--- config.mk ---
export PLATFORM = sky130hd
export DESIGN_NAME = bfm_front
export DESIGN_NICKNAME = d
export VERILOG_FILES = /design/src/hdl/bfm_pkg.sv /design/src/hdl/bfm_front.sv
export SDC_FILE = /design/constraint.sdc
export NUM_CORES = 1
export LEC_CHECK = 0
export ABC_AREA = 1
export ABC_CLOCK_PERIOD_IN_PS = 7300
export BUFFER_PORTS_ARGS = -buffer_cell sky130_fd_sc_hd__buf_2
export CORE_MARGIN = 2
export CORE_UTILIZATION = 50
export CTS_CLUSTER_DIAMETER = 200
export DETAILED_ROUTE_END_ITERATION = 6
export GPL_TIMING_DRIVEN = 0
export PLACE_DENSITY = 0.79
export SYNTH_ARGS = -nofsm -noshare
export SYNTH_HDL_FRONTEND = slang
export SYNTH_SLANG_ARGS = --single-unit
--- constraint.sdc ---
create_clock -name i_clk -period 7.3 [get_ports i_clk]
set_input_delay 0.365 -clock i_clk [delete_from_list [all_inputs] [get_ports i_clk]]
set_output_delay 0.365 -clock i_clk [all_outputs]
set_load 0.02 [all_outputs]
--- src/hdl/bfm_pkg.sv ---
package bfm_pkg;

    localparam int PROG_DEPTH = 4096;
    localparam int TAPE_DEPTH = 32768;
    localparam int PA_W = $clog2(PROG_DEPTH);
    localparam int TA_W = $clog2(TAPE_DEPTH);
    localparam int LEN_W = 13;
    localparam int PC_W = 13;
    localparam int PTR_W = 15;
    localparam int ADDR_W = 12;
    localparam int MATCH_W = 12;
    localparam int OP_W = 4;

    typedef enum logic [1:0] {
        CMD_LOAD    = 2'd0,
        CMD_STEP    = 2'd1,
        CMD_RESTART = 2'd2,
        CMD_NONE    = 2'd3
    } t_cmd;

    localparam logic [OP_W-1:0] OP_OUT   = 4'd0;
    localparam logic [OP_W-1:0] OP_IN    = 4'd1;
    localparam logic [OP_W-1:0] OP_LEFT  = 4'd2;
    localparam logic [OP_W-1:0] OP_RIGHT = 4'd3;
    localparam logic [OP_W-1:0] OP_MINUS = 4'd4;
    localparam logic [OP_W-1:0] OP_PLUS  = 4'd5;
    localparam logic [OP_W-1:0] OP_OPEN  = 4'd6;
    localparam logic [OP_W-1:0] OP_CLOSE = 4'd7;

    // queued command word between front and back
    typedef struct packed {
        t_cmd                 cmd;
        logic [ADDR_W-1:0]    addr;
        logic [OP_W-1:0]      op;
        logic [MATCH_W-1:0]   match;
        logic [7:0]           in_byte;
        logic                 in_valid;
        logic                 in_eof;
    } t_item;

    typedef enum logic [2:0] {
        ST_CLEAR,
        ST_IDLE,
        ST_FETCH,
        ST_EXEC,
        ST_OUT
    } t_state;

endpackage

--- src/hdl/bfm_front.sv ---
// 2-entry queue toward the execution unit.
module bfm_front (
    input  logic           i_clk,
    input  logic           i_rst_n,
    input  logic           i_valid,
    output logic           o_stall,
    input  bfm_pkg::t_item i_item,
    output logic           o_q_valid,
    output bfm_pkg::t_item o_q_item,
    input  logic           i_q_pop
);
    import bfm_pkg::*;

    t_item      r_mem [2];
    logic       r_wp, r_rp;
    logic [1:0] r_cnt;
    logic       push;

    assign o_stall   = (r_cnt == 2'd2);
    assign push      = i_valid && !o_stall;
    assign o_q_valid = (r_cnt != 2'd0);
    assign o_q_item  = r_mem[r_rp];

    always_ff @(posedge i_clk) begin
        if (push) begin
            r_mem[r_wp] <= i_item;
        end
    end

    always_ff @(posedge i_clk) begin
        if (!i_rst_n) begin
            r_wp  <= 1'b0;
            r_rp  <= 1'b0;
            r_cnt <= 2'd0;
        end else begin
            if (push) r_wp <= ~r_wp;
            if (i_q_pop) r_rp <= ~r_rp;
            r_cnt <= r_cnt + 2'(push) - 2'(i_q_pop);
        end
    end

endmodule

# Word level (Yosys, flattened, before mapping)
# Memory sizes are Yosys's and may differ from the RTL's. A register that Yosys moved wholly into a read port is not among the register bits.
# Cells that the tools add are included.
# classes
addsub,2
n_mul,0
div,0
n_lt_le_gt_ge,0
eq_ne,1
shifts,0
muxes,4
bitwise,2
reduce_logical,3
# ops
op,count
1-bit 2-to-1 mux,4
2-bit by 1-bit adder with 2-bit output,1
2-bit equality test (second input constant),1
1-bit inverter,2
2-bit nonzero test,1
2-bit by 1-bit subtractor with 2-bit output,1
1-bit logical AND,1
1-bit logical NOT,1
# word_totals
register_bits,4
latch_bits,0
ram_bits,80
rom_bits,0
inputBits,44
output_inout_bits,42
elab_cells,16
memories,1
# memory_table
memory,words,width,rd,rd_ports_with_merged_regs,wr,line,rtl
r_mem,2,40,1,1,1,bfm_front.sv:14,t_item r_mem [2];

# Depth between registers and ports, before layout
# Gate-level depths: netlist of run 1.
# logic_depth
depth_word,5
mapped_depth,11

# Worst setup path before layout of run 1
# OpenSTA, ideal clock, no wires.
# synth_timing
path_type,reg2reg
start,register r_cnt[0]
end,"memory r_mem[0][0] (netlist name), enable pin"
arrival_ps,2219
required_ps,6863
path_slack_ps,4643
path_stages_with_launch,5
path_buffers,0
period_less_slack_ps,2657
cell_sequence,dfxtp_1 > inv_1 > nand2_1 > nand2_1 > nor2_1
# synth_between
elab_chain_len,5
# synth_rtl
element,line,rtl
"start, declared",bfm_front.sv:16,logic [1:0] r_cnt;
"start signal, assigned",bfm_front.sv:38,r_cnt <= r_cnt + 2'(push) - 2'(i_q_pop);
2-bit equality test,bfm_front.sv:19,assign o_stall = (r_cnt == 2'd2);
1-bit logical NOT,bfm_front.sv:20,assign push = i_valid && !o_stall;
1-bit logical AND,bfm_front.sv:20,
1-bit 2-to-1 mux,bfm_front.sv:25,if (push) begin
1-bit 2-to-1 mux (not written as such),bfm_front.sv:26,r_mem[r_wp] <= i_item;
"end, declared",bfm_front.sv:14,
# No other way between the ends.

==> flow_summary.yaml, run 1 <==
status:
  run_status: "finished clean"
floorplan:
  floorplan.io_pins: 86
  initial_utilization: 0.522
  die_y_um: 83.1
  core_region_area_sq_mm: 0.00599
  die_area_sq_mm: 0.00691
  std_cell_rows: 28
  die_span_in_x_um: 83.1
synthesis:
  synthAdderAreaFrac: 0.00800
  synthesis.nets: 204
  complex_gate_fraction_of_the_synthesized_area: 0.00320
  ffs_latches_synth: 85
  seq_area_frac_synth: 0.800
  synth_top_family_by_area: "multiplexers"
  synth.cell_area_sq_mm: 0.00313
  netlist.area_leader.share: 0.768
  postSynthCellCount: 158
  syn-mean-instance-area_sq_um: 19.8
  yosys.area.top_type: "sky130_fd_sc_hd__edfxtp_1"
  synth-simple-area-share: 0.0224
  muxShareOfSynthArea: 0.144
  yosys_warnings: 0
  synthDistinctLibCells: 10
  synth_xor_xnor_area_share: 0
  synth.top_cells.by_area: "sky130_fd_sc_hd__edfxtp_1 77%, sky130_fd_sc_hd__mux2_2 14%, sky130_fd_sc_hd__dfxtp_1 3.2%"
pwr:
  power_density_mw_per_mm2: 270
  p_leak_nw: 1.49
  report.power.total_mw: 1.04
  power.ir.vdd_worst_v: 0.000160
drt:
  detailedRoute.firstIterationViolations: 54
  via_count: 1664
  viasPerCell: 4.97
  remaining_design_rule_violation_count: 0
  antenna_left: 0
  wl_per_cell_um: 15.5
  drt-total-wl_um: 5210
  firstDrtPassIters: 4
clock_tree:
  cts_tree: "done"
  htreeDepth: 3
  clk-insertion-delay-late_ps: 330
  cts_hold_fix_bufs: 0
  cts.repair.resized: 0
  numClockSinks: 85
  cts_setup_buffers: 0
  tritoncts.num_buffers: 9
  ctsRootBufferMaster: "sky130_fd_sc_hd__clkbuf_8"
  clk_transition_reported_paths_ps: 80
  clock_tree.buffer_depth: 2
placement:
  gpl.final_weighted_congestion: 0.725
  numPortBuffers: 85
  post-place-ws_ps: 5560
  post-dp-hpwl_um: 3510
setup_path:
  cp_data_arrival_time_ps: 1510
  timing.critical_path.from_type: "flop"
  critical_path.max_fanout: 10
  required_ps: 6930
  crit_type: "reg -> out"
  critical_path.endpoint_type: "output pin"
final_layout:
  diodes: 0
  most-common-layout-cells: "85 x sky130_fd_sc_hd__buf_2, 80 x sky130_fd_sc_hd__edfxtp_1, 40 x sky130_fd_sc_hd__mux2_2, 10 x sky130_fd_sc_hd__nand2_1, 10 x sky130_fd_sc_hd__clkbuf_8"
  final_net_count: 301
  most_common_cell_after_layout_fill_and_taps_aside: "sky130_fd_sc_hd__buf_2"
  layout-drive-gt1-share: 0.565
  area.growth.synth_to_final_pct: 23.2
  filler_cell_count: 450
timing:
  hold_viol_final: 0
  worst_slack_ps: 5430
  finalHoldWorstSlack_ps: 213
  layout_worst_path_cycle_share: 0.256
  total_negative_setup_slack_ps: 0
  rsz_0062_raised_after_global_routing: "no"
  slew_headroom: 0.418
  timing_max_transition_violations_final: 0
  fin_skew_ps: 7.41
  setup_viol: 0
  maxClockFrequency_mhz: 534
  min_period_ps: 1870
  worst-slew-pin-transition_ps: 871
global_route:
  first_pass_grt_wire_length_um: 8460
  number_of_global_route_vias_before_repair: 1758
  groute.usage.overall: 0.160
  initial_antenna_violation_count: 0
  globalRoute.busiestLayer: "met2"
  grt_start_max_net_pins: 41
  globalRouteOverflowTotal: 0
  gr-usage-met3: 0.0427
  use_met2: 0.275
  use_met1: 0.188
worst_hold_path:
  min-delay-path-class: "in -> reg"
job:
  timing.max_cap.violations: 0
[metal layers]
| metal | up-vias | wire length (um) |
|---|---|---|
| met4 | 0 | 84 |
| li1 | 791 | - |
| met1 | 811 | 2050 |
| met2 | 51 | 2830 |
| met5 | - | 0 |
| met3 | 11 | 237 |
[sequential cells by signal, indices dropped and copies added, names as in the netlist, named ones only]
name / count
r_cnt: 2
r_rp: 1
r_mem: 80
r_wp: 1
[worst paths after layout]
kind	startpoint	end	slack, ps	depth (start not counted)
max	flop	o_q_item[13]	5430	3
min	i_item[31]	r_mem[1][31]	210	1
max reg2reg	r_cnt[0]	r_mem[1][21]	5620	4
min reg2reg	r_rp	flop	520	2
[kinds of logic (layout without fill, tap and decap cells)]
group           after synthesis  count (layout)
buf+inv                      11             113
simple gates                 18              18
flops                        85              85
mux                          40              40
compound gates                2               2
fa+ha+maj                     2               2
[power breakdown]
group | leakage [nW] | internal [mW] | switching [mW]
clock | 0.0815 | 0.133 | 0.154
combinational | 0.619 | 0.0639 | 0.0979
sequential | 0.787 | 0.581 | 0.0113
[Yosys cell counts (all sizes together)]
cell type / n
nor2: 6
nand3: 2
mux2: 40
dfxtp: 5
a21oi: 2
nand2: 10
ha: 2
edfxtp: 80
inv: 7
buf: 4
[critical path, cell delays in order, from the launching register on]
cell	delay [ps]
sky130_fd_sc_hd__dfxtp_1	470
sky130_fd_sc_hd__buf_6	200
sky130_fd_sc_hd__mux2_2	350
sky130_fd_sc_hd__buf_2	160
[per-stage QoR]
step | cells | instance area (sq um) | util
after detailed placement | 319 | 3680 | 0.614
final | 335 | 3850 | 0.643
after global routing | 335 | 3850 | 0.643
after global placement | 318 | 3650 | 0.609
after CTS | 335 | 3850 | 0.643
after floorplan | 158 | 3130 | -
[layout make-up]
cell class / count / area [sq um] / area share
Sequential cell: 85 / 2500 / 0.649
Multi-Input combinational cell: 62 / 563 / 0.146
Timing Repair Buffer: 86 / 445 / 0.116
Clock buffer: 11 / 141 / 0.0367
Tap cell: 75 / 93.8 / 0.0244
Buffer: 4 / 45.0 / 0.0117
Clock inverter: 5 / 36.3 / 0.00942
Inverter: 7 / 26.3 / 0.00682
Power figures use the tool's default switching activity.
==> run 2, diff against run 1 <==
--- a/config.mk
+++ b/config.mk
@@ -6,7 +6,7 @@
 export NUM_CORES = 1
 export LEC_CHECK = 0
 export ABC_AREA = 1
-export ABC_CLOCK_PERIOD_IN_PS = 7300
+export ABC_CLOCK_PERIOD_IN_PS = 1930
 export BUFFER_PORTS_ARGS = -buffer_cell sky130_fd_sc_hd__buf_2
 export CORE_MARGIN = 2
 export CORE_UTILIZATION = 50
==> constraint.sdc (replaced) <==
create_clock -name i_clk -period 1.93 [get_ports i_clk]
set_input_delay 0.0965 -clock i_clk [delete_from_list [all_inputs] [get_ports i_clk]]
set_output_delay 0.0965 -clock i_clk [all_outputs]
set_load 0.02 [all_outputs]
==> run 2 against run 1 <==
Net effect:
- via count rose by 8.1%
- non-clock buffer count rose by 40
- largest cell class unchanged
- critical endpoint is now r_mem[1][6]
- highest routed layer unchanged
- wire length rose by 4.1%
- critical path depth fell by 1
==> flow_summary.yaml, run 2 (same netlist as run 1, synthesis figures left out) <==
final_layout:
  multiInputGateArea_sq_um: 574
  final_net_count: 342
  number_of_flip_flops_under_the_largest_register_name: 80
  area.growth.synth_to_final_pct: 36.5
  finish.instance_area_sq_mm: 0.00427
  register_with_the_most_flip_flops: "r_mem"
  filler_cell_count: 407
  reg.largest.list: "r_mem (80), r_cnt (2)"
  diodes: 0
  register_cell_area_after_layout_sq_mm: 0.00250
  utilization_of_the_core_after_routing: 0.713
  layout-drive-gt1-share: 0.485
  most-common-layout-cells: "85 x sky130_fd_sc_hd__buf_2, 80 x sky130_fd_sc_hd__edfxtp_1, 41 x sky130_fd_sc_hd__dlygate4sd3_1, 40 x sky130_fd_sc_hd__mux2_2"
  most_common_cell_after_layout_fill_and_taps_aside: "sky130_fd_sc_hd__buf_2"
setup_path:
  crit_type: "reg -> reg"
  critical_path.reg2reg.startpoint: "r_wp"
  cp_data_arrival_time_ps: 1690
  cell_depth_of_the_worst_flop_to_flop_path: 2
  required_ps: 1900
  timing.critical_path.from_type: "flop"
  critical_path.endpoint_type: "flop"
  timing.reg2reg.setup_slack_ps: 210
  regToRegEndpoint: "r_mem[1][6]"
  critical_path.max_fanout: 40
floorplan:
  std_cell_rows: 28
  die_y_um: 83.1
  die_area_sq_mm: 0.00691
  floorplan.io_pins: 86
  core_region_area_sq_mm: 0.00599
  initial_utilization: 0.522
  die_span_in_x_um: 83.1
clock_tree:
  clock_tree.buffer_depth: 2
  clk-insertion-delay-late_ps: 340
  cts_tree: "done"
  ctsRootBufferMaster: "sky130_fd_sc_hd__clkbuf_8"
  tritoncts.num_buffers: 9
  htreeDepth: 3
  numClockSinks: 85
  clk_transition_reported_paths_ps: 70
timing:
  layout_worst_path_cycle_share: 0.890
  timing_max_transition_violations_final: 0
  worst-slew-pin-transition_ps: 870
  rsz_0062_raised_after_global_routing: "no"
  min_period_ps: 1720
  slew_headroom: 0.419
  fin_skew_ps: 7.10
  hold_viol_final: 0
  maxClockFrequency_mhz: 582
  setup_viol: 0
placement:
  post-dp-hpwl_um: 3170
  gpl.final_weighted_congestion: 0.667
  post_dp_cell_area_sq_mm: 0.00366
  numPortBuffers: 85
worst_hold_path:
  terminating_pin_of_the_worst_hold_path: "r_rp"
  min_from: "i_q_pop"
  min-delay-path-class: "in -> reg"
  hold-path-cell-count: 3
status:
  run_status: "finished clean"
global_route:
  globalRouteOverflowTotal: 0
  number_of_global_route_vias_before_repair: 1982
  groute.usage.overall: 0.166
  initial_antenna_violation_count: 0
  grt_start_max_net_pins: 41
  first_pass_grt_wire_length_um: 8910
pwr:
  power.ir.vdd_worst_v: 0.000752
  p_leak_nw: 1.67
  report.power.total_mw: 4.11
  power_density_mw_per_mm2: 963
drt:
  antenna_left: 0
  detailedRoute.firstIterationViolations: 114
  firstDrtPassIters: 4
  viasPerCell: 4.78
  wl_per_cell_um: 14.4
  drt-total-wl_um: 5420
  remaining_design_rule_violation_count: 0
  via_count: 1798
job:
  timing.max_cap.violations: 0
## run 2: cell types whose count changed in the layout (fill, tap and decap cells not counted), sizes merged
cell and delta:
dlygate4sd3 +41, clkbuf +1, clkinvlp -2, nor2 +1, buf -1, bufinv +1
## run 2: how the worst max path moves through the flow
stage	from	to	slack, ps	cells past startpoint
after floorplan	r_cnt[0]	r_mem[1][0]	190	4
after global placement	r_cnt[0]	r_mem[1][5]	-210	4
after detailed placement	r_cnt[0]	r_mem[0][4]	-20	4
after CTS	r_wp	r_mem[1][11]	180	2
after global routing	r_wp	r_mem[1][39]	90	2
final	r_wp	r_mem[1][6]	210	2
## run 2: critical path: stages, from the launching register on
cell and delay [ps]:
sky130_fd_sc_hd__dfxtp_1 490, sky130_fd_sc_hd__nand3_1 180, sky130_fd_sc_hd__inv_2 670
## run 2: per-layer routing
| metal | track usage | share of wire | wire length (um) |
|---|---|---|---|
| met4 | 0.0671 | 0.017 | 94 |
| met2 | 0.293 | 0.52 | 2820 |
| met1 | 0.192 | 0.40 | 2170 |
| met3 | 0.0447 | 0.061 | 331 |
| met5 | 0 | 0 | 0 |
## run 2: power breakdown
group          switching [mW]  internal [mW]  leakage, nW  total [mW]
combinational           0.384          0.286        0.785       0.670
sequential             0.0435           2.20        0.787        2.24
clock                   0.569          0.630       0.0964        1.20
## run 2: layout make-up
type | count | share of cell area
plain buffers | 4 | 0.0105
clock buffers | 12 | 0.0340
repair buffers | 126 | 0.196
well taps | 75 | 0.0220
clock inverters | 4 | 0.0111
multi-input cells | 63 | 0.134
flip-flops and latches | 85 | 0.586
inverters | 7 | 0.00615
## run 2: what timing repair did
| action | CTS | global route |
|---|---|---|
| buffers inserted | 0 | 0 |
| setup endpoints to repair | 40 | 0 |
| hold endpoints to repair | 82 | 0 |
| resized for setup | 1 | 0 |
| hold buffers | 41 | 0 |
## run 2: stage by stage
stage	TNS, ps	worst slack, ps	instances	hold WS [ps]
final	0	212	376	22.1
after floorplan	0	192	158	190
after detailed placement	-578	-16.0	318	288
after global placement	-8540	-214	318	283
after global routing	0	89.4	376	39.9
after CTS	0	180	376	15.0
==> run 3, diff against run 2 <==
--- a/config.mk
+++ b/config.mk
@@ -8,7 +8,6 @@
 export ABC_AREA = 1
 export ABC_CLOCK_PERIOD_IN_PS = 1930
 export BUFFER_PORTS_ARGS = -buffer_cell sky130_fd_sc_hd__buf_2
-export CORE_MARGIN = 2
 export CORE_UTILIZATION = 50
 export CTS_CLUSTER_DIAMETER = 200
 export DETAILED_ROUTE_END_ITERATION = 6
==> run 3 against run 2 <==
Net effect:
- global-route usage up 3.0 points
- clock power down 3%
- sequential power about the same
- count of clock-buffer cells in the layout down 2
- critical path depth up 2
- final area down 0.29%
- sequential share of layout area up 0.17 points
- flip-flop and latch count unchanged
- critical path type unchanged
- highest routed layer unchanged
==> flow_summary.yaml, run 3 (same netlist as run 1, synthesis figures left out) <==
placement:
  post-place-ws_ps: -52.6
  gpl.final_weighted_congestion: 0.701
  post_dp_cell_area_sq_mm: 0.00366
  numPortBuffers: 85
  post-dp-hpwl_um: 3490
timing:
  hold_viol_final: 0
  slew_headroom: 0.419
  min_period_ps: 1690
  rsz_0062_raised_after_global_routing: "no"
  maxClockFrequency_mhz: 591
  worst-slew-pin-transition_ps: 870
  total_negative_setup_slack_ps: 0
  timing_max_transition_violations_final: 0
  fin_skew_ps: 5.77
  layout_worst_path_cycle_share: 0.877
  worst_slack_ps: 237
  setup_viol: 0
  finalHoldWorstSlack_ps: 33.9
global_route:
  initial_antenna_violation_count: 0
  globalRouteOverflowTotal: 0
  grt_start_max_net_pins: 41
  groute.usage.overall: 0.196
  first_pass_grt_wire_length_um: 9000
  number_of_global_route_vias_before_repair: 1895
drt:
  firstDrtPassIters: 4
  drt-total-wl_um: 5950
  remaining_design_rule_violation_count: 0
  viasPerCell: 4.87
  via_count: 1826
  wl_per_cell_um: 15.9
  detailedRoute.firstIterationViolations: 102
  antenna_left: 0
clock_tree:
  ctsRootBufferMaster: "sky130_fd_sc_hd__clkbuf_8"
  numClockSinks: 85
  htreeDepth: 3
  clock_tree.buffer_depth: 2
  tritoncts.num_buffers: 9
  cts_tree: "done"
  clk_transition_reported_paths_ps: 80
  clk-insertion-delay-late_ps: 340
worst_hold_path:
  hold-path-cell-count: 3
  min-delay-path-class: "in -> reg"
final_layout:
  multiInputGateArea_sq_um: 574
  utilization_of_the_core_after_routing: 0.711
  finish.instance_area_sq_mm: 0.00426
  filler_cell_count: 404
  number_of_flip_flops_under_the_largest_register_name: 80
  layout-drive-gt1-share: 0.487
  reg.largest.list: "r_mem (80), r_cnt (2)"
  final_net_count: 342
  register_with_the_most_flip_flops: "r_mem"
  area.growth.synth_to_final_pct: 36.1
  register_cell_area_after_layout_sq_mm: 0.00250
  most-common-layout-cells: "85 x sky130_fd_sc_hd__buf_2, 80 x sky130_fd_sc_hd__edfxtp_1, 41 x sky130_fd_sc_hd__dlygate4sd3_1, 40 x sky130_fd_sc_hd__mux2_2, 10 x sky130_fd_sc_hd__nand2_1"
  diodes: 0
  most_common_cell_after_layout_fill_and_taps_aside: "sky130_fd_sc_hd__buf_2"
pwr:
  power.ir.vdd_worst_v: 0.000589
  power_density_mw_per_mm2: 959
  p_leak_nw: 1.66
setup_path:
  crit_path_top_delay_cell: "sky130_fd_sc_hd__inv_2"
  cp_data_arrival_time_ps: 1660
  crit_family: "buffers and inverters"
  timing.critical_path.from_type: "flop"
  cp_num_cells: 4
  critical_path.n_buffers_inverters: 2
  critical_path.max_fanout: 40
  crit_type: "reg -> reg"
  series_of_cell_instances_along_the_critical_path: "inv_1 -> nand2_1 -> nand3_1 -> inv_2"
  critical_path.endpoint_type: "flop"
  cell_depth_of_the_worst_flop_to_flop_path: 4
  max_stage_delay_ps: 660
  required_ps: 1890
floorplan:
  core_region_area_sq_mm: 0.00599
  floorplan.io_pins: 86
  die_y_um: 81.1
  die_area_sq_mm: 0.00658
  die_span_in_x_um: 81.1
  initial_utilization: 0.522
  std_cell_rows: 28
job:
  timing.max_cap.violations: 0
status:
  run_status: "finished clean"
==> run 3: cell count changes in the layout (fill, tap and decap cells not counted) <==
cell                       before  now
sky130_fd_sc_hd__clkbuf_1       2    1
sky130_fd_sc_hd__clkbuf_8      10    9
sky130_fd_sc_hd__clkinv_2       2    3
==> run 3: report_power, final <==
group          internal [mW]  total (mW)  switching [mW]
registers               2.20        2.25          0.0470
clock network          0.585        1.16           0.577
logic                  0.286       0.675           0.389
total                   3.07        4.08            1.01
==> run 3: layout make-up <==
cell class / count / share of cell area
flip-flops and latches: 85 / 0.588
clock buffers: 10 / 0.0300
plain buffers: 4 / 0.0106
inverters: 7 / 0.00617
repair buffers: 126 / 0.196
multi-input cells: 63 / 0.135
well taps: 75 / 0.0220
clock inverters: 5 / 0.0123
==> run 3: worst paths after layout <==
kind,slack [ps],start,end
setup / recovery,240,r_cnt[0],r_mem[1][0]
hold / removal,30,i_q_pop,r_rp
setup reg to reg,240,r_cnt[0],r_mem[1][0]
hold reg to reg,510,r_rp,r_rp
==> run 3: repair_timing <==
| action | CTS | global route |
|---|---|---|
| setup buffers | 0 | 0 |
| hold endpoints to repair | 82 | 0 |
| resized for setup | 1 | 0 |
| setup endpoints to repair | 40 | 0 |
| hold buffers | 41 | 0 |
==> run 3: stage by stage <==
step	instances	power (mW)
5_1_grt	375	4.26
2_1_floorplan	158	2.67
3_3_place_gp	318	2.87
6_report	375	4.08
4_1_cts	375	4.13
3_5_place_dp	318	2.89
==> run 3: layer usage <==
metal,vias up,share of wire,track usage
met1,884,0.39,0.223
li1,873,-,-
met2,61,0.55,0.349
met5,-,0,0
met3,8,0.046,0.0416
met4,0,0.013,0.0964
==> run 3: worst min-delay path: cells and delay by family <==
family,cells,cell delay [ps]
buf+inv,1,110
simple gates,2,130
